**config.mk**
```make
export PLATFORM = sky130hd
export DESIGN_NAME = bale_tail
export DESIGN_NICKNAME = d
export VERILOG_FILES = /design/src/bale_pkg.sv /design/src/bale_tail.sv
export SDC_FILE = /design/constraint.sdc
export NUM_CORES = 1
export LEC_CHECK = 0
export BUFFER_PORTS_ARGS = -buffer_cell sky130_fd_sc_hd__buf_2
export CAP_MARGIN = 20
export CORE_UTILIZATION = 45
export DETAILED_ROUTE_END_ITERATION = 8
export GPL_ROUTABILITY_DRIVEN = 0
export PLACE_DENSITY = 0.83
export SETUP_SLACK_MARGIN = 0.1
export SYNTH_ARGS = -nofsm -noshare
export SYNTH_HDL_FRONTEND = slang
export SYNTH_SLANG_ARGS = --single-unit
```
**constraint.sdc**
```tcl
create_clock -name clk -period 1.05 [get_ports clk]
set_input_delay 0.21 -clock clk [delete_from_list [all_inputs] [get_ports clk]]
set_output_delay 0.21 -clock clk [all_outputs]
set_load 0.005 [all_outputs]
```
**src/bale_pkg.sv**
```systemverilog
// shared types and constants for the bounded array list engine
// no dependencies; imported by every module of the block
`timescale 1ns / 1ps

package bale_pkg;

	localparam int WORD_W   = 32;
	localparam int POS_W    = 6;
	localparam int AT_W     = 7;
	localparam int COUNT_W  = 7;

	typedef enum logic [1:0] {
		OP_APPEND = 2'd0,
		OP_READ   = 2'd1,
		OP_FIND   = 2'd2,
		OP_INSERT = 2'd3
	} op_t;

	typedef enum logic [1:0] {
		ST_OK       = 2'd0,
		ST_FULL     = 2'd1,
		ST_RANGE    = 2'd2,
		ST_NOTFOUND = 2'd3
	} status_t;

	// control part of a request as it travels down the cell chain
	typedef struct packed {
		logic    vld;
		op_t     op;
		logic    ok;
		status_t status;
	} wave_ctl_t;

endpackage

```
**src/bale_tail.sv**
```systemverilog
// response register: formats the result leaving the last cell
// depends on bale_pkg
`timescale 1ns / 1ps

module bale_tail #(
	parameter int CAPACITY = 64
) (
	input  logic                                clk,
	input  logic                                arst_n,
	input  logic                                adv,
	input  bale_pkg::wave_ctl_t                 ctl_in,
	input  logic [$clog2(CAPACITY+1)-1:0]       cnt_in,
	input  logic [$clog2(CAPACITY)-1:0]         at_in,
	input  logic [bale_pkg::WORD_W-1:0]         rd_in,
	output logic                                rsp_valid,
	output logic [1:0]                          status,
	output logic [bale_pkg::WORD_W-1:0]         read_word,
	output logic [bale_pkg::AT_W-1:0]           found_at,
	output logic [bale_pkg::COUNT_W-1:0]        element_count
);
	import bale_pkg::*;

	localparam int CW = $clog2(CAPACITY + 1);
	localparam int IW = $clog2(CAPACITY);
	localparam int ZW = (IW > AT_W) ? IW : AT_W;
	localparam int YW = (CW > COUNT_W) ? CW : COUNT_W;

	logic [CW-1:0] cnt_new;
	logic [ZW-1:0] at_x;
	logic [YW-1:0] cnt_x;
	logic          grow;
	logic          found;

	// final count and found index
	always_comb begin
		grow    = ctl_in.ok && (ctl_in.op == OP_APPEND || ctl_in.op == OP_INSERT);
		cnt_new = cnt_in + CW'(grow);
		found   = ctl_in.op == OP_FIND && ctl_in.status == ST_OK;
		at_x    = ZW'(at_in);
		cnt_x   = YW'(cnt_new);
	end

	// output register
	always_ff @(posedge clk or negedge arst_n) begin
		if (!arst_n) begin
			rsp_valid <= 1'b0;
		end else if (adv) begin
			rsp_valid <= ctl_in.vld;
		end
	end

	always_ff @(posedge clk) begin
		if (adv && ctl_in.vld) begin
			status        <= ctl_in.status;
			read_word     <= rd_in;
			found_at      <= found ? at_x[AT_W-1:0] : '1;
			element_count <= cnt_x[COUNT_W-1:0];
		end
	end

endmodule

```
# After elaboration in Yosys (flattened, before gate mapping)
# Cells that the tools add are included.
# classes
n_mux	1
n_eq_ne	2
reduce_logical	6
add_sub_neg	1
# op_table
operator	count
adder 7 x 1 -> 7 bit	1
2-to-1 mux 7 bit	1
== test 2 bit (second input constant)	2
logical NOT 2 bit	2
logical AND 1 bit	3
logical OR 1 bit	1
# word_totals
reg_bits	49
inputBits	54
elab_cells	16
out_inout_bits	49

# Depth between registers and ports, before layout
# depth
ltp_word	4
mapped_depth	8
ltp_nobuf	8

# Worst setup path before layout
# No wires, ideal clock.
# synth_timing
path_kind	input to register
start	in ctl_in[5] in the netlist's numbering
end	reg element_count[0] in the netlist's numbering, enable pin
arrival_time_ps	1360
path_buffers	0
setup_slack_ps	-720
path_stages	1
required_time_ps	640
setup_ps	410
path_cell_list	and2_1
# synth_via
elab_chain_cells	1
# synth_lines
item	line	source
from (decl)	bale_tail.sv:11	input bale_pkg::wave_ctl_t ctl_in,
logical AND 1 bit	bale_tail.sv:53	if (adv && ctl_in.vld) begin
to (signal assigned)	bale_tail.sv:57	element_count <= cnt_x[COUNT_W-1:0];
to (decl)	bale_tail.sv:19	output logic [bale_pkg::COUNT_W-1:0] element_count
# Every way passes these cells.
# A chain may end at the register's enable or synchronous reset.

# Final worst setup path
# layout_timing
start	in ctl_in[3] in the netlist's numbering
end	reg element_count[6] in the netlist's numbering, data pin
# layout_via
elab_chain_cells	4
word_cells_on_any_way	5
classes_between	1 x add/sub; 1 x eq/ne; 3 x reduce/logical
# layout_lines
item	line	source
== test 2 bit / logical NOT 2 bit (equally long branches)	bale_tail.sv:36	grow = ctl_in.ok && (ctl_in.op == OP_APPEND || ctl_in.op == OP_INSERT);
logical OR 1 bit (*)	bale_tail.sv:36	
logical AND 1 bit (*)	bale_tail.sv:36	
adder 7 x 1 -> 7 bit (*)	bale_tail.sv:37	cnt_new = cnt_in + CW'(grow);
via cnt_new[6]	bale_tail.sv:28	logic [CW-1:0] cnt_new;
# Mark *: on every way through the listed nets, which the timed path passes. The rest lies on a longest branch.

==> qor.csv <==
metric,value,unit
Placed Cells incl. Taps,227,
RSZ-0062 raised after global routing,yes,
hold_ws,87.50,ps
first-pass GRT wire length,5168,um
crit end category,flip-flop,
post-synth top area share,0.8649,
most used cell along the critical path,ha_4,
post-synthesis compound-gate area fraction,0,
final setup vio count,5,
FILL cells,234,
DR vias/cell,4.665,
CP bufs+invs,2,
"non-filler cells, final",239,
"CTS clk-pin slew, worst paths",80,ps
I/O pin cnt,103,
crit path cell chain,"buf_8, inv_8, ha_4, and2_4, ha_4, ha_4, and3_4, nand3_2, xnor2_1",
final hold violations,0,
TNS Setup,-780.4,ps
post-synthesis simple-gate area fraction,0.06006,
max-slew violation count,0,
vias in the first global route,1106,
Post-Syn Instances,74,
Leak,1.086,nW
Rel. slew slack,0.8026,
"area leader, netlist",edfxtp_1,
area growth from synthesis to layout,52.78,%
startpoint types,input pin,
Num CTS Buffers,5,
CTS tree,built,
DRC,0,
vias,1115,
row cnt,21,
failing checks,negative setup slack,
post-route ant nets,0,
max-cap violation count,0,
Pre-antenna DRT Iters,4,
Max rail drop VDD,1.117,mV
Clock Latency Late Sink,290,ps
root buf cell,clkbuf_8,
min Tclk post-route,1269,ps
CP Max Fanout,2,
Post-Synth Adder-Cell Area,0.02252,
"delay-heaviest family, CP",adder cells,
maximum operating frequency,788.0,MHz
htree depth,2,
core area,0.003442,mm2
"top cells by area, synth","edfxtp_1 (86%), ha_1 (2.3%), nand2b_1 (2.3%)",
CP required,1100,ps
ANT cells,0,
post-route cell area,0.002546,mm2
outcome,"complete, but fails checks",
clock tree buffer depth,2,
post-placement cell area,0.002366,mm2
clock skew,0,ps
crit-path max cell delay,230,ps
height of the die,62.86,um
DRT iter0 DRCs,46,
synthesized cell area,0.001667,mm2
Sink Count,49,
"Core Util, Final",0.7397,
sequential-to-total area share from yosys stat,0.8799,
Seq. cell area,0.001466,mm2
area of the multi-input gates,255.2,um2
setup ws final,-219.0,ps
largest family of logic cells by synthesized area,simple AND/OR/NAND/NOR gates,
Post-DP HPWL,2751,um
mux cell area share after synthesis,0.006757,
initial antenna violation count,0,
Yosys warning total,0,
final WL,3461,um
CP Class,input pin to flip-flop,
DIE AREA,0.003951,mm2
syn nets,131,
Worst-Margin Slew,295.8,ps
Power Density,1574,mW/mm2
Synth cell types,14,
number of synthesized register bits,49,
synthesized area per cell,22.52,um2
Die X,62.86,um
Hold Path Class,input pin to flip-flop,
Crit-path slowest cell,ha_4,
fin nets,249,
final period utilization,1.209,
share of cells above drive strength 1,0.6684,
xor and xnor area share after synthesis,0.02628,
overall global routing resource usage,0.1842,
input/output buffers,102,
Initial Utilization,0.4842,
Routed wire per std cell,14.48,um
largest net degree at the start of global routing,20,
grt total ovfl,0,
Crit path arrival time,1320,ps
## final cells by class
cell class                      count  area share
Sequential cell                    49      0.5759
Timing Repair Buffer              111      0.2521
Multi-Input combinational cell     23      0.1002
Clock buffer                        5     0.02703
Tap cell                           46     0.02260
Clock inverter                      3     0.01622
Inverter                            2    0.005897
## per-layer routing
layer  GRT usage  vias to the layer above  part of all wire  wire (um)
met1      0.1893                      514              0.36       1256
li1            -                      516                 -          -
met3     0.05474                        6             0.096        331
met2      0.3342                       79              0.53       1832
met4     0.09593                        0             0.012         40
met5           0                        -                 0          0
## metrics by stage
step	setup slack [ps]	power (W)
2_1_floorplan	-418.9	0.002464
3_3_place_gp	-586.9	0.002731
3_5_place_dp	-638.4	0.002754
4_1_cts	-220.4	0.004031
5_1_grt	-250.7	0.004158
6_report	-219.0	0.004008
## kinds of logic after synthesis
logic type / after synthesis
xor gates and xnor gates: 5
adders and majority gates: 3
buffers and inverters: 2
DFF: 49
muxes: 1
and+or+nand+nor: 14
## path summary, 6_finish.rpt
| kind | startpoint | endpoint | slack (ps) | cells past startpoint |
|---|---|---|---|---|
| worst max register to register | rsp_valid | rsp_valid | 50 | 3 |
| min in group asynchronous | arst_n | rsp_valid | 270 | 2 |
| worst max-delay path | ctl_in[3] | element_count[6] | -220 | 9 |
| max in group asynchronous | arst_n | rsp_valid | 700 | 2 |
| worst min register to register | rsp_valid | rsp_valid | 720 | 3 |
| worst min-delay path | rd_in[17] | read_word[17] | 90 | 1 |
## worst register-to-register path: cells and delay by family, from the launching register on
family	cells	cell delay, ps
muxes	1	260
buffers and inverters	2	220
DFF	1	400
## what timing repair did
action                     CTS  global route
pin swaps                    6             2
gates resized for setup      5             4
setup endpoints to repair   55            55
hold endpoints to repair     1             0
hold buffers                 1             0
setup buffers                1             2
## synthesized netlist by cell type
cell / n
and2_1: 2
inv_1: 2
edfxtp_1: 48
dfrtp_1: 1
nand3_2: 1
nand2b_1: 6
xor2_1: 2
ha_1: 3
and3_1: 1
and3_4: 1
nand3_1: 2
xnor2_1: 3
nor3b_2: 1
mux2_2: 1
## power by group
group	total [W]	internal, W	switching (W)	leakage (nW)
clock	0.00127	0.000700	0.000571	0.0518
sequential	0.00232	0.00229	0.0000337	0.473
combinational	0.000412	0.000238	0.000175	0.561
total	0.00401	0.00323	0.000780	1.09
## flip-flops by register name (all words and copies together), names as in the netlist
| register | count |
|---|---|
| read_word | 32 |
| element_count | 7 |
| found_at | 7 |
| status | 2 |
| rsp_valid | 1 |
## placed cells by master (no fill, tap or decap), drive strengths merged, types with 2 or more instances in the layout
cell type | netlist | final
and2 | 2 | 2
and3 | 2 | 2
buf | 0 | 110
clkbuf | 0 | 5
edfxtp | 48 | 48
ha | 3 | 3
inv | 2 | 2
nand2b | 6 | 6
nand3 | 3 | 3
xnor2 | 3 | 3
xor2 | 2 | 2
Note: power is estimated with default switching activity, not from simulation.
