[src/bale_pkg.sv]
// shared types and constants for the bounded array list engine
// no dependencies; imported by every module of the block
`timescale 1ns / 1ps

package bale_pkg;

	localparam int WORD_W   = 32;
	localparam int POS_W    = 6;
	localparam int AT_W     = 7;
	localparam int COUNT_W  = 7;

	typedef enum logic [1:0] {
		OP_APPEND = 2'd0,
		OP_READ   = 2'd1,
		OP_FIND   = 2'd2,
		OP_INSERT = 2'd3
	} op_t;

	typedef enum logic [1:0] {
		ST_OK       = 2'd0,
		ST_FULL     = 2'd1,
		ST_RANGE    = 2'd2,
		ST_NOTFOUND = 2'd3
	} status_t;

	// control part of a request as it travels down the cell chain
	typedef struct packed {
		logic    vld;
		op_t     op;
		logic    ok;
		status_t status;
	} wave_ctl_t;

endpackage

[src/bale_head.sv]
// request entry: element count register and up-front status decisions
// depends on bale_pkg
`timescale 1ns / 1ps

module bale_head #(
	parameter int CAPACITY = 64
) (
	input  logic                                clk,
	input  logic                                arst_n,
	input  logic                                adv,
	input  logic                                req_valid,
	input  logic [1:0]                          operation,
	input  logic [bale_pkg::POS_W-1:0]          position,
	input  logic [bale_pkg::WORD_W-1:0]         word,
	output bale_pkg::wave_ctl_t                 ctl_q,
	output logic [bale_pkg::POS_W-1:0]          pos_q,
	output logic [bale_pkg::WORD_W-1:0]         word_q,
	output logic [$clog2(CAPACITY+1)-1:0]       cnt_q
);
	import bale_pkg::*;

	localparam int CW = $clog2(CAPACITY + 1);
	localparam int XW = (CW > POS_W) ? CW : POS_W;

	logic [CW-1:0] count_q;
	op_t           op;
	logic          ok;
	status_t       st;
	logic          pos_lt;
	logic          full;
	logic          grow;

	// decide range and full status against the current count
	always_comb begin
		op     = op_t'(operation);
		pos_lt = XW'(position) < XW'(count_q);
		full   = count_q == CW'(CAPACITY);
		ok     = 1'b0;
		st     = ST_OK;
		unique case (op)
			OP_APPEND: begin
				ok = !full;
				st = full ? ST_FULL : ST_OK;
			end
			OP_READ: begin
				ok = pos_lt;
				st = pos_lt ? ST_OK : ST_RANGE;
			end
			OP_FIND: begin
				ok = 1'b1;
				st = ST_NOTFOUND;
			end
			OP_INSERT: begin
				if (!pos_lt) begin
					st = ST_RANGE;
				end else if (full) begin
					st = ST_FULL;
				end else begin
					ok = 1'b1;
				end
			end
			default: ;
		endcase
		grow = ok && (op == OP_APPEND || op == OP_INSERT);
	end

	// element count, bumped on each transfer that adds a word
	always_ff @(posedge clk or negedge arst_n) begin
		if (!arst_n) begin
			count_q <= '0;
		end else if (adv && req_valid && grow) begin
			count_q <= count_q + CW'(1);
		end
	end

	// first stage register of the chain
	always_ff @(posedge clk or negedge arst_n) begin
		if (!arst_n) begin
			ctl_q <= '0;
		end else if (adv) begin
			ctl_q.vld    <= req_valid;
			ctl_q.op     <= op;
			ctl_q.ok     <= ok;
			ctl_q.status <= st;
		end
	end

	always_ff @(posedge clk) begin
		if (adv) begin
			pos_q  <= position;
			word_q <= word;
			cnt_q  <= count_q;
		end
	end

endmodule

[config.mk]
export PLATFORM = sky130hd
export DESIGN_NAME = bale_head
export DESIGN_NICKNAME = d
export VERILOG_FILES = /design/src/bale_pkg.sv /design/src/bale_head.sv
export SDC_FILE = /design/constraint.sdc
export NUM_CORES = 1
export LEC_CHECK = 0
export ABC_AREA = 1
export BUFFER_PORTS_ARGS = -buffer_cell sky130_fd_sc_hd__buf_2
export CORE_UTILIZATION = 40
export DETAILED_ROUTE_END_ITERATION = 16
export GPL_TIMING_DRIVEN = 1
export PLACE_DENSITY_LB_ADDON = 0.3
export SLEW_MARGIN = 20
export SYNTH_ARGS = -nofsm -noshare
export SYNTH_HDL_FRONTEND = slang
export SYNTH_SLANG_ARGS = --single-unit
[constraint.sdc]
create_clock -name clk -period 1.8 [get_ports clk]
set_clock_uncertainty 0.2 [all_clocks]
set_input_delay 0.27 -clock clk [delete_from_list [all_inputs] [get_ports clk]]
set_output_delay 0.27 -clock clk [all_outputs]
set_load 0.02 [all_outputs]
### After elaboration in Yosys (flattened, before gate mapping)

Index checks and enable logic that the tools add are counted.

| storage, ports and cells | value |
|---|---|
| flip-flop bits (word level) | 58 |
| bits of input ports | 44 |
| output and inout port bits | 51 |
| logic and storage cells | 27 |

| cells by class | value |
|---|---|
| $add $sub $neg | 1 |
| $lt $le $gt $ge | 1 |
| eq/ne operators | 4 |
| muxes and demuxes | 7 |
| reduce and logical (&&, ||, !) cells | 6 |

Operators by type and width:

| kind | count |
|---|---|
| $pmux 2 s4 | 1 |
| $add 7x1->7 const B | 1 |
| $eq 7x7->1 const B | 1 |
| $lt 6x7->1 | 1 |
| $eq 2x2->1 const B | 2 |
| $mux 2 | 2 |
| $pmux 1 s4 | 1 |
| $logic_and 1x1->1 | 3 |
| $mux 1 | 3 |
| $eq 2x1->1 const B | 1 |
| $logic_not 2->1 | 1 |
| $logic_not 1->1 | 1 |
| $logic_or 1x1->1 | 1 |

### Depth between registers and ports, before layout

| logic depth | value |
|---|---|
| depth after elaboration | 6 |
| gate-level depth with buffers | 12 |
| depth with buffers taken out | 12 |

### Worst setup path before layout

OpenSTA, ideal clock, no wires.

| timing | value |
|---|---|
| path type | reg-to-reg |
| from | reg count_q[2] |
| to | reg count_q[6] |
| library setup time | 0.117 ns |
| data arrival time | 1.412 ns |
| data required time | 1.483 ns |
| slack | 0.071 ns |
| stages on the path, launching flop included | 13 |
| path buffers | 0 |
| clock period less this slack | 1.729 ns |
| cell sequence | dfrtp_1 -> inv_1 -> ha_1 -> nand2_1 -> clkinv_1 -> nand2_1 -> nand2_1 -> nand2_1 -> nand3_2 -> nand2_4 -> nand3_4 -> nand2_1 -> nand2_1 |

| on the way | value |
|---|---|
| cells in the longest elaborated chain, start to end | 6 |
| elaborated cells on any way between the ends | 9 |
| classes of those cells | add/sub (1); order compare (1); eq/ne (1); mux (3); reduce/logical (3) |

RTL lines:

| what | RTL line | text |
|---|---|---|
| start: declaration | bale_head.sv:25 | `logic [CW-1:0] count_q;` |
| start signal: assignment | bale_head.sv:72 | `count_q <= count_q + CW'(1);` |
| parallel branches: the longest is 6 deep, another holds $lt 6x7->1 | - |  |

Several ways; the timed one is not identified.
A chain may end at the register's enable or synchronous reset.

### Worst setup path in the final report

| timing | value |
|---|---|
| from | reg count_q[1] |
| to | reg count_q[5] |

The elaborated chain is that of the path after synthesis.

==> flow_summary.json <==
{
  "drive_above_1_share": 0.495,
  "grt_usage": 0.174,
  "grt_pass1_wl_um": 7870,
  "die_h_um": 77.6,
  "clk_pin_slew_worst_paths_ns": 0.07,
  "io_buffers": 94,
  "drv_cap": 0,
  "slowest_stage": "dfrtp_1",
  "finalMaxSlewViolations": 0,
  "ant_nets": 0,
  "avgSynthCellArea_um2": 14.3,
  "drcViolationCount": 0,
  "fp.dieW_um": 77.6,
  "syn_nets": 215,
  "power_density_nw_per_um2": 946,
  "gr-total-overflow": 0,
  "crit_top_cell": "nand2_1",
  "io_pins": 95,
  "vias": 1749,
  "synth_seq_area_share": 0.733,
  "wl_per_cell_um": 12.8,
  "yosys_register_bits": 58,
  "arrival_ns": 1.77,
  "slew_headroom": 0.791,
  "clk_path_buf_depth": 2,
  "fp.coreArea_um2": 5510,
  "cts_sinks": 58,
  "die_area_um2": 6020,
  "grt_pass1_vias": 1675,
  "fmax_ghz": 0.570,
  "hold_viol_final": 0,
  "fin_total_pwr_uw": 3450,
  "ys_warn_count": 0,
  "netlist_area_um2": 2290,
  "nNetsFinal": 375,
  "outcome": "finished clean",
  "dp_hpwl_um": 3080,
  "cts.root.buffer_cell": "clkbuf_8",
  "drt_iter0_drc": 59,
  "clkLatencyLatePin_ns": 0.32,
  "fin_setup_tns_ns": 0,
  "routed_wirelength_um": 5070,
  "setup_viol": 0,
  "htree_levels": 3,
  "rows": 27,
  "synth.distinct_cells": 22,
  "crit_fanout": 7,
  "antenna_found_initial": 0,
  "start_util": 0.415,
  "start_kind": "flop",
  "cp.required_ns": 1.82,
  "worstPathCellList": "inv_2, ha_1, nand2_1, inv_2, nand3_2, nand2_1, nand2_1, nand3_2, nand2_4, buf_4, nand4_1, nand2_1",
  "cp-end-kind": "flop",
  "area_growth_pct": 59.6,
  "slowest_delay_ns": 0.39,
  "leakagePower_uw": 0.00167,
  "grt_max_degree": 50,
  "max-vdd-ir-drop_mv": 0.568,
  "drt_first_pass_iters": 4,
  "diodes": 0,
  "fin_crit_ns": 1.76,
  "cts_tree": "done",
  "synthCells": 160,
  "via_per_inst": 4.41,
  "tightest_slew_ns": 0.313,
  "hp-class": "in -> reg",
  "rsz0062_at_grt": "true",
  "finalCritPeriodShare": 0.975,
  "critical_path_class": "reg -> reg",
  "routabilityCongestion": 0.844,
  "cts_buffers": 9
}
-- Yosys cell counts --
master    count  area share
ha_1         11       0.060
inv_2         2      0.0033
nand2_1      35       0.057
o211ai_1      1      0.0033
a21oi_2       1      0.0038
clkinv_1      2      0.0033
edfxtp_1     45        0.59
dfrtp_1      13        0.14
nand3_1       4      0.0088
a21oi_1       2      0.0044
nand3_2       2      0.0088
nor3_1        2      0.0044
nand4_1       7       0.019
nor3_2        1      0.0044
nor2_8        1      0.0088
nand3_4       1      0.0077
nand2_4       2      0.0099
nor2_1        6      0.0099
xor2_1        5       0.019
o21ai_1       2      0.0044
inv_1        14       0.023
a31oi_1       1      0.0027
-- registers in the layout (all words and copies together) (netlist names) --
| signal | flops |
|---|---|
| ctl_q | 6 |
| word_q | 32 |
| count_q | 7 |
| pos_q | 6 |
| cnt_q | 7 |
-- area by class of cell --
class                      count  area [um2]
fill                         385        1860
sequential                    58        1680
inverter                      18        67.6
clock buffer                   9         124
tap                           72        90.1
multi-input combinational     84         649
clock inverter                 7        46.3
timing repair buffer         149         993
-- through the flow --
step                setup WS, ns  std cells  hold slack (ns)  area, um2  utilization
global route             -0.0668        397           0.0399       3650        0.662
floorplan                 0.0711        160           -0.226       2290            -
global placement          0.0257        334          -0.0232       2920        0.530
CTS                       0.0106        391           0.0250       3490        0.635
finish                    0.0444        397           0.0397       3650        0.662
detailed placement       -0.0118        334          -0.0177       2920        0.530
-- where the power goes --
group | internal, uW | total [uW] | switching (uW)
clock network | 490 | 1010 | 516
logic | 355 | 802 | 447
registers | 1600 | 1640 | 46.1
-- repair_timing --
action	in CTS	in global routing
setup buffers	2	6
resized for setup	0	28
endpoints found under the setup margin	7	8
pin swaps	0	10
hold buffers	39	0
hold endpoints to repair	51	0
-- worst max-delay path: cells and delay by family, from the launching register on --
family / cells / cell delay (ns)
fa+ha+maj: 1 / 0.15
buf+inv: 3 / 0.30
flops: 1 / 0.39
simple gates: 8 / 0.61
-- kinds of logic (layout without fill, tap and decap cells) --
| kind of cell | after synthesis | count (layout) | share of synthesized area |
|---|---|---|---|
| flip-flops | 58 | 58 | 0.733 |
| XOR/XNOR | 5 | 5 | 0.0192 |
| AND/OR/NAND/NOR | 61 | 61 | 0.139 |
| AO/OA/AOI/OAI | 7 | 7 | 0.0186 |
| adder cells (fa/ha/maj) | 11 | 11 | 0.0602 |
| buffers and inverters | 18 | 183 | 0.0296 |
-- worst paths after layout --
| path | slack [ns] | from | end | cells past startpoint |
|---|---|---|---|---|
| setup / recovery | 0.04 | count_q[1]$_DFFE_PN0P_ | count_q[5]$_DFFE_PN0P_ | 12 |
| hold / removal | 0.04 | operation[1] | ctl_q[1]$_DFFE_PN0P_ | 3 |
| setup reg to reg | 0.04 | count_q[1]$_DFFE_PN0P_ | count_q[5]$_DFFE_PN0P_ | 12 |
| hold reg to reg | 0.27 | ctl_q[5]$_DFFE_PN0P_ | ctl_q[5]$_DFFE_PN0P_ | 2 |
| max in group asynchronous | 1.00 | arst_n | count_q[6]$_DFFE_PN0P_ | 2 |
| min in group asynchronous | 0.16 | arst_n | ctl_q[0]$_DFFE_PN0P_ | 2 |
-- cells in the final DEF (no fill, tap or decap), types with 8 or more instances in the layout --
cell type	netlist	final
nand2_2	0	11
buf_2	0	94
inv_1	14	8
dfrtp_1	13	13
inv_2	2	10
nand2_1	35	24
edfxtp_1	45	45
clkbuf_8	0	9
dlygate4sd3_1	0	39
buf_4	0	15
-- layer usage --
metal,vias to the layer above,wire length [um],global-route usage
met5,-,0,0
met2,79,2410,0.278
met1,787,2260,0.222
met3,9,334,0.0506
met4,0,67,0.0679
li1,874,-,-
Power figures use the tool's default switching activity.
