$ cat src/bale_pkg.sv
// shared types and constants for the bounded array list engine
// no dependencies; imported by every module of the block
`timescale 1ns / 1ps

package bale_pkg;

	localparam int WORD_W   = 32;
	localparam int POS_W    = 6;
	localparam int AT_W     = 7;
	localparam int COUNT_W  = 7;

	typedef enum logic [1:0] {
		OP_APPEND = 2'd0,
		OP_READ   = 2'd1,
		OP_FIND   = 2'd2,
		OP_INSERT = 2'd3
	} op_t;

	typedef enum logic [1:0] {
		ST_OK       = 2'd0,
		ST_FULL     = 2'd1,
		ST_RANGE    = 2'd2,
		ST_NOTFOUND = 2'd3
	} status_t;

	// control part of a request as it travels down the cell chain
	typedef struct packed {
		logic    vld;
		op_t     op;
		logic    ok;
		status_t status;
	} wave_ctl_t;

endpackage

$ cat src/bale_cell.sv
// one list cell: holds one element and acts on the request passing through
// depends on bale_pkg
`timescale 1ns / 1ps

module bale_cell #(
	parameter int CAPACITY = 64,
	parameter int IDX      = 0
) (
	input  logic                                clk,
	input  logic                                arst_n,
	input  logic                                adv,
	input  bale_pkg::wave_ctl_t                 ctl_in,
	input  logic [bale_pkg::POS_W-1:0]          pos_in,
	input  logic [bale_pkg::WORD_W-1:0]         word_in,
	input  logic [bale_pkg::WORD_W-1:0]         carry_in,
	input  logic [$clog2(CAPACITY+1)-1:0]       cnt_in,
	input  logic [$clog2(CAPACITY)-1:0]         at_in,
	input  logic [bale_pkg::WORD_W-1:0]         rd_in,
	output bale_pkg::wave_ctl_t                 ctl_q,
	output logic [bale_pkg::POS_W-1:0]          pos_q,
	output logic [bale_pkg::WORD_W-1:0]         word_q,
	output logic [bale_pkg::WORD_W-1:0]         carry_q,
	output logic [$clog2(CAPACITY+1)-1:0]       cnt_q,
	output logic [$clog2(CAPACITY)-1:0]         at_q,
	output logic [bale_pkg::WORD_W-1:0]         rd_q
);
	import bale_pkg::*;

	localparam int CW = $clog2(CAPACITY + 1);
	localparam int IW = $clog2(CAPACITY);
	localparam int XW = (CW > POS_W) ? CW : POS_W;

	logic [WORD_W-1:0] elem_q;
	logic [WORD_W-1:0] elem_d;
	logic              elem_we;
	wave_ctl_t         ctl_d;
	logic [WORD_W-1:0] carry_d;
	logic [IW-1:0]     at_d;
	logic [WORD_W-1:0] rd_d;
	logic [XW-1:0]     idx_x;
	logic [XW-1:0]     pos_x;
	logic [XW-1:0]     cnt_x;
	logic              hit_pos;

	// local action for the request at this cell
	always_comb begin
		idx_x   = XW'(IDX);
		pos_x   = XW'(pos_in);
		cnt_x   = XW'(cnt_in);
		hit_pos = idx_x == pos_x;
		ctl_d   = ctl_in;
		carry_d = carry_in;
		at_d    = at_in;
		rd_d    = rd_in;
		elem_we = 1'b0;
		elem_d  = carry_in;
		if (ctl_in.vld) begin
			unique case (ctl_in.op)
				OP_APPEND: begin
					if (ctl_in.ok && idx_x == cnt_x) begin
						elem_we = 1'b1;
						elem_d  = word_in;
					end
				end
				OP_READ: begin
					if (ctl_in.ok && hit_pos) begin
						rd_d = elem_q;
					end
				end
				OP_FIND: begin
					if (ctl_in.status == ST_NOTFOUND && idx_x < cnt_x
							&& elem_q == word_in) begin
						ctl_d.status = ST_OK;
						at_d         = IW'(IDX);
					end
				end
				OP_INSERT: begin
					// new word lands here, older words ripple up one cell
					if (ctl_in.ok && hit_pos) begin
						elem_we = 1'b1;
						elem_d  = word_in;
						carry_d = elem_q;
					end else if (ctl_in.ok && idx_x > pos_x && idx_x <= cnt_x) begin
						elem_we = 1'b1;
						elem_d  = carry_in;
						carry_d = elem_q;
					end
				end
				default: ;
			endcase
		end
	end

	// stored element
	always_ff @(posedge clk) begin
		if (adv && elem_we) begin
			elem_q <= elem_d;
		end
	end

	// hand the request on to the next cell
	always_ff @(posedge clk or negedge arst_n) begin
		if (!arst_n) begin
			ctl_q <= '0;
		end else if (adv) begin
			ctl_q <= ctl_d;
		end
	end

	always_ff @(posedge clk) begin
		if (adv) begin
			pos_q   <= pos_in;
			word_q  <= word_in;
			carry_q <= carry_d;
			cnt_q   <= cnt_in;
			at_q    <= at_d;
			rd_q    <= rd_d;
		end
	end

endmodule

$ cat config.mk
export PLATFORM = sky130hd
export DESIGN_NAME = bale_cell
export DESIGN_NICKNAME = d
export VERILOG_FILES = /design/src/bale_pkg.sv /design/src/bale_cell.sv
export SDC_FILE = /design/constraint.sdc
export NUM_CORES = 1
export LEC_CHECK = 0
export ABC_AREA = 1
export BUFFER_PORTS_ARGS = -buffer_cell sky130_fd_sc_hd__buf_2
export CAP_MARGIN = 20
export CORE_MARGIN = 4
export CORE_UTILIZATION = 35
export CTS_BUF_LIST = sky130_fd_sc_hd__clkbuf_16
export DETAILED_ROUTE_END_ITERATION = 6
export GPL_ROUTABILITY_DRIVEN = 0
export GPL_TIMING_DRIVEN = 0
export HOLD_SLACK_MARGIN = 0.15
export PLACE_DENSITY = 0.64
export SLEW_MARGIN = 5
export SYNTH_ARGS = -nofsm -noshare
export SYNTH_HDL_FRONTEND = slang
export SYNTH_SLANG_ARGS = --single-unit
$ cat constraint.sdc
create_clock -name clk -period 1.5 [get_ports clk]
set_input_delay 0.3 -clock clk [delete_from_list [all_inputs] [get_ports clk]]
set_output_delay 0.3 -clock clk [all_outputs]
set_load 0.1 [all_outputs]
After elaboration in Yosys (flattened, before gate mapping)

Index checks and enable logic that the tools add are counted.

Flip-flop bits (word level): 153
Output and inout bits: 121

Magnitude comparators: 1
Eq/ne operators: 5
Muxes and demuxes: 20
Reduce and logical (&&, ||, !) cells: 8

Operator list:

| kind                                                                        | number |
|---|---|
| 32-bit two-way mux                                                          | 9 |
| 32-bit case mux with 2 select lines                                         | 1 |
| 32-bit == test                                                              | 1 |
| 6-bit two-way mux                                                           | 3 |
| 7-bit zero test                                                             | 1 |
| 1-bit by 7-bit less-than comparator with 1-bit output, first input constant | 1 |
| 2-bit == test, second input constant                                        | 3 |
| 6-bit zero test                                                             | 1 |
| 2-bit two-way mux                                                           | 3 |
| 1-bit logical AND                                                           | 5 |
| 1-bit two-way mux                                                           | 3 |
| 2-bit by 1-bit == test with 1-bit output, second input constant             | 1 |
| 2-bit zero test                                                             | 1 |
| 1-bit case mux with 2 select lines                                          | 1 |

Depth between registers and ports, before layout

Depth after elaboration: 6
Gate-level depth with buffers: 11
Depth with buffers taken out: 11

Worst setup path before layout

No wires, ideal clock.

Path kind: input to register
Start: input port ctl_in[3] in the netlist's numbering
End: register elem_q[0] (enable)
Setup time: 0.392 ns
Arrival: 1.708 ns
Required time: 1.108 ns
Setup slack: -0.600 ns
Stages: 4
Path through: inv_1 ha_1 nor2_2 and3_1

Word-level cells in the longest chain between the ends: 4
Elaborated cells on any way between the ends: 5
Those cells by class: 1 x eq/ne; 2 x mux; 2 x reduce/logical

Ends and longest elaborated chain:

| what                                             | RTL line        | RTL |
|---|---|---|
| from (decl)                                      | bale_cell.sv:12 | `input bale_pkg::wave_ctl_t ctl_in,` |
| 2-bit == test or 2-bit zero test (tied branches) | bale_cell.sv:58 | `unique case (ctl_in.op)` |
| 1-bit case mux with 2 select lines *             | bale_cell.sv:58 |  |
| 1-bit two-way mux *                              | bale_cell.sv:57 | `if (ctl_in.vld) begin` |
| 1-bit logical AND *                              | bale_cell.sv:96 | `if (adv && elem_we) begin` |
| to (signal assigned)                             | bale_cell.sv:97 | `elem_q <= elem_d;` |
| to (decl)                                        | bale_cell.sv:33 | `logic [WORD_W-1:0] elem_q;` |

Every way passes the cells marked *; elsewhere a longest branch is shown, timed or not.
A chain may end at the register's enable or synchronous reset.

Worst setup path after layout

Start: register elem_q[22]
End: register at_q[2] (data pin)

Word-level cells in the longest chain between the ends: 5

Ends and longest elaborated chain:

| what                 | RTL line         | RTL |
|---|---|---|
| 32-bit == test       | bale_cell.sv:72  | `&& elem_q == word_in) begin` |
| 1-bit logical AND    | bale_cell.sv:72  |  |
| 6-bit two-way mux    | bale_cell.sv:71  | `if (ctl_in.status == ST_NOTFOUND && idx_x < cnt_x` |
| 6-bit two-way mux    | bale_cell.sv:58  |  |
| 6-bit two-way mux    | bale_cell.sv:57  |  |
| via at_d[2]          | bale_cell.sv:38  | `logic [IW-1:0] at_d;` |
| to (signal assigned) | bale_cell.sv:116 | `at_q <= at_d;` |
| to (decl)            | bale_cell.sv:24  | `output logic [$clog2(CAPACITY)-1:0] at_q,` |

The timed path passes the listed nets, and every way through them passes these cells.

==> impl_summary.md <==
Run status
The flow ran to the end, but the final reports show violations. The final reports fail on negative setup slack.

STA
The maximum clock rate is 0.631 GHz. The minimum setup slack in the final design is -84.1 ps. The minimum hold slack is around 170 ps. The sum of negative setup slack is -500 ps.

The number of max-slew violations in the final report is 0. The relative max-transition margin is 0.666. At the pin with the least slew margin, the transition time is 505 ps. Setup violations remaining at the end of the flow were counted as 8. The portion of the clock cycle consumed by the worst path in the final layout is 1.06. The worst clock skew is 7.94 ps. The minimum period implied by the final worst setup slack is 1580 ps.

Setup repair after global routing could not meet its margin everywhere. The hold violation count in the final report is 0.

Route
The number of vias after detailed routing is ~5500. The first detailed-routing pass took 5 iterations. The detailed-route vias per instance is 4.65. The total length of routed wires is 19600 µm. Dividing the detail-routed wire length by the instance count gives 16.7 µm. After detailed routing, the number of remaining DRC violations is 0.

The iteration-0 DRC count of the detailed router is 295. The count of nets left with antenna violations once routing finished came out at 0.

Power and ir drop
The leakage power figure is 4.45 nW. Across the VDD grid, the largest voltage drop is between 700 and 800 µV. In this run the power density over the cells is 1260 mW/mm².

Die
The core footprint is 0.0181 mm². 245 I/O pins were placed. The area enclosed by the die boundary is 0.0208 mm². For this configuration, the core starts out at a cell density of 0.359. The standard-cell row count is 49.

From left edge to right edge, the die measures 144 µm. The die outline height is 144 µm.

Worst hold path
The startpoint of the most critical hold path is rd_in[17]. The worst hold path terminates at rd_q[17]. Counting instances, the worst hold path has a depth of 3. In this run the worst hold path is classified as in2reg.

Worst setup path
Among all stages on the critical path, the largest delay is contributed by edfxtp_1. The kind of capture point of the worst setup path is a flop. The worst setup path is of the reg2reg kind. The worst setup path is launched from a flop. The critical path buffer and inverter count is 0. The worst register-to-register path begins at elem_q[22]. The largest stage delay on the critical path is 430 ps. The critical path goes through xnor2_2, nand2_1, nor2_2, nand2_1, nor2_2, nand3_4, and2_1. The worst register-to-register path ends at at_q[2]. The register-to-register setup slack is -80 ps. The biggest fanout along the worst timing path is 8. The data required time of the worst path is ~1700 ps. The cell class contributing the biggest share of worst-path delay is simple AND/OR/NAND/NOR gates. For the worst flop-to-flop path, the logic depth is 7. The arrival time at the worst endpoint is 1760 ps.

Layout
For this run, the post-layout net count is approximately 1100. The share of the core filled with cells is 0.551. The layout-stage area growth over the synthesis result is 53.6%. Of the cells placed in the final design, the portion with a size suffix greater than 1 is 0.358.

Logic synthesis
The share of the yosys chip area belonging to registers is 0.703. The synthesized netlist occupies a cell area of 0.00649 mm². Synthesis produced a netlist with a net count of approximately 700. The flop and latch count out of synthesis is between 150 and 200. The post-synthesis cell count is 568. The post-synthesis average cell area is 11.4 µm². The number of different library cells in the post-synthesis netlist is 20. During synthesis, Yosys emitted a total of 0 warnings.

Global route
The initial antenna violation count is 2. The via count of the first global-routing pass is 5524. Entering global routing, the biggest net connects 65 pins. Global routing finished with a remaining overflow of 0. The global-route wire length before repair is 29400 µm.

The total track usage is 0.188.

CTS
The deepest level of the CTS H-tree is 4. The number of sinks on the clock net is about 150. The clock insertion delay at the later pin of the skew report is 420 ps. The total clock buffers created by CTS is 17.

The CTS tree is done. Clock-pin slew was measured on the worst setup and hold paths at 60 ps. CTS placed an instance of clkbuf_16 at the clock tree root.

The clock passes through at most 2 buffers.

Placed design
Once detailed placement completed, the half-perimeter wirelength came to 13600 µm. The number of buffers added on ports is 244.

Flow run
The max-capacitance violation count is 0.
## cell families after synthesis
kind of cell	share of synthesized area
AO/OA/AOI/OAI	0.0532
flip-flops	0.703
AND/OR/NAND/NOR	0.159
adder cells (fa/ha/maj)	0.00771
buffers and inverters	0.0434
XOR/XNOR	0.0337
## routing by layer
layer  track usage  wire length, µm  vias up
li1              -                -     2661
met1         0.233             8120     2564
met2         0.318             9700      205
met3        0.0526             1460       26
met4        0.0668              358        2
met5             0                7        -
## sequential cells by signal, summed over array words and instances, names as in the netlist
register,count
carry_q,32
elem_q,32
rd_q,32
word_q,32
cnt_q,7
at_q,6
ctl_q,6
pos_q,6
## layout make-up
| type | instances | area (µm²) |
|---|---|---|
| flip-flops and latches | 153 | 4560 |
| diodes | 1 | 2.50 |
| clock buffers | 17 | 425 |
| inverters | 46 | 173 |
| clock inverters | 15 | 179 |
| multi-input cells | 349 | 1800 |
| repair buffers | 342 | 2420 |
| well taps | 229 | 287 |
| plain buffers | 21 | 116 |
| fillers | 1541 | 8120 |
## cell usage in the layout (no fill, tap or decap), types with 3 or more instances in the layout
master and instances:
clkinv_4 3, nand3_1 33, inv_1 43, bufinv_16 3, dfrtp_1 6, xnor2_1 21
nor2_2 7, nor2_4 6, dlygate4sd3_1 86, clkbuf_2 8, o21ai_0 69, buf_4 46
nand2_1 179, clkbuf_4 56, xnor2_2 3, nand3_4 4, nor2_1 7, inv_2 4
ha_1 3, clkbuf_16 17, buf_2 163, and2_1 6, nand2_2 4, clkinvlp_4 6
edfxtp_1 147, nand4_1 3
## metrics by stage
stage                     setup WS, ps  power [mW]  cell area (µm²)  std cells
after floorplan                  0.118        7.33             6550        568
after global placement           -2010        7.94             8060       1041
after CTS                        -89.8        12.6             9710       1163
after global routing              -165        13.0             9970       1173
after detailed placement          -659        7.95             8090       1042
final                            -84.1        12.6             9970       1173
## worst max-delay path by stage
stage	startpoint	cells past startpoint	slack, ps	endpoint
4_1_cts	elem_q[15]	7	-90	at_q[2]
5_1_grt	elem_q[22]	7	-170	at_q[2]
3_3_place_gp	adv	2	-2010	elem_q[13]
2_1_floorplan	cnt_in[6]	6	0.1	elem_q[0]
3_5_place_dp	adv	3	-660	elem_q[8]
6_report	elem_q[22]	7	-80	at_q[2]
## where the power goes
part	switching [mW]	internal [mW]
clock	1.81	2.62
sequential	0.0720	4.99
combinational	2.44	0.672
total	4.32	8.28
## tightest hold or removal path, cell delays in order
cell	delay, ps
buf_2	80
nand2_1	40
o21ai_0	60
## synthesized netlist by cell type
cell type,n,area share
inv_1,45,0.026
buf_2,9,0.0069
nand3_2,3,0.0046
nand2_1,183,0.11
nand4_1,3,0.0029
inv_2,1,0.00058
and2_1,6,0.0058
o21ai_0,69,0.053
and3_1,1,0.00096
edfxtp_1,147,0.68
nand3_1,34,0.026
xor2_1,1,0.0013
ha_1,4,0.0077
nor2_2,2,0.0019
buf_4,3,0.0035
dfrtp_1,6,0.023
nor2_1,18,0.010
clkbuf_2,6,0.0046
clkbuf_1,3,0.0017
xnor2_1,24,0.032
## timing repair
item | in CTS | in global routing
endpoints found under the setup margin | 102 | 84
gates resized for setup | 45 | 72
cloned | 1 | 0
hold buffers | 86 | 0
buffers inserted | 2 | 9
endpoints found under the hold margin | 93 | 0
pin swaps | 6 | 11
(Power assumes the default switching activity.)
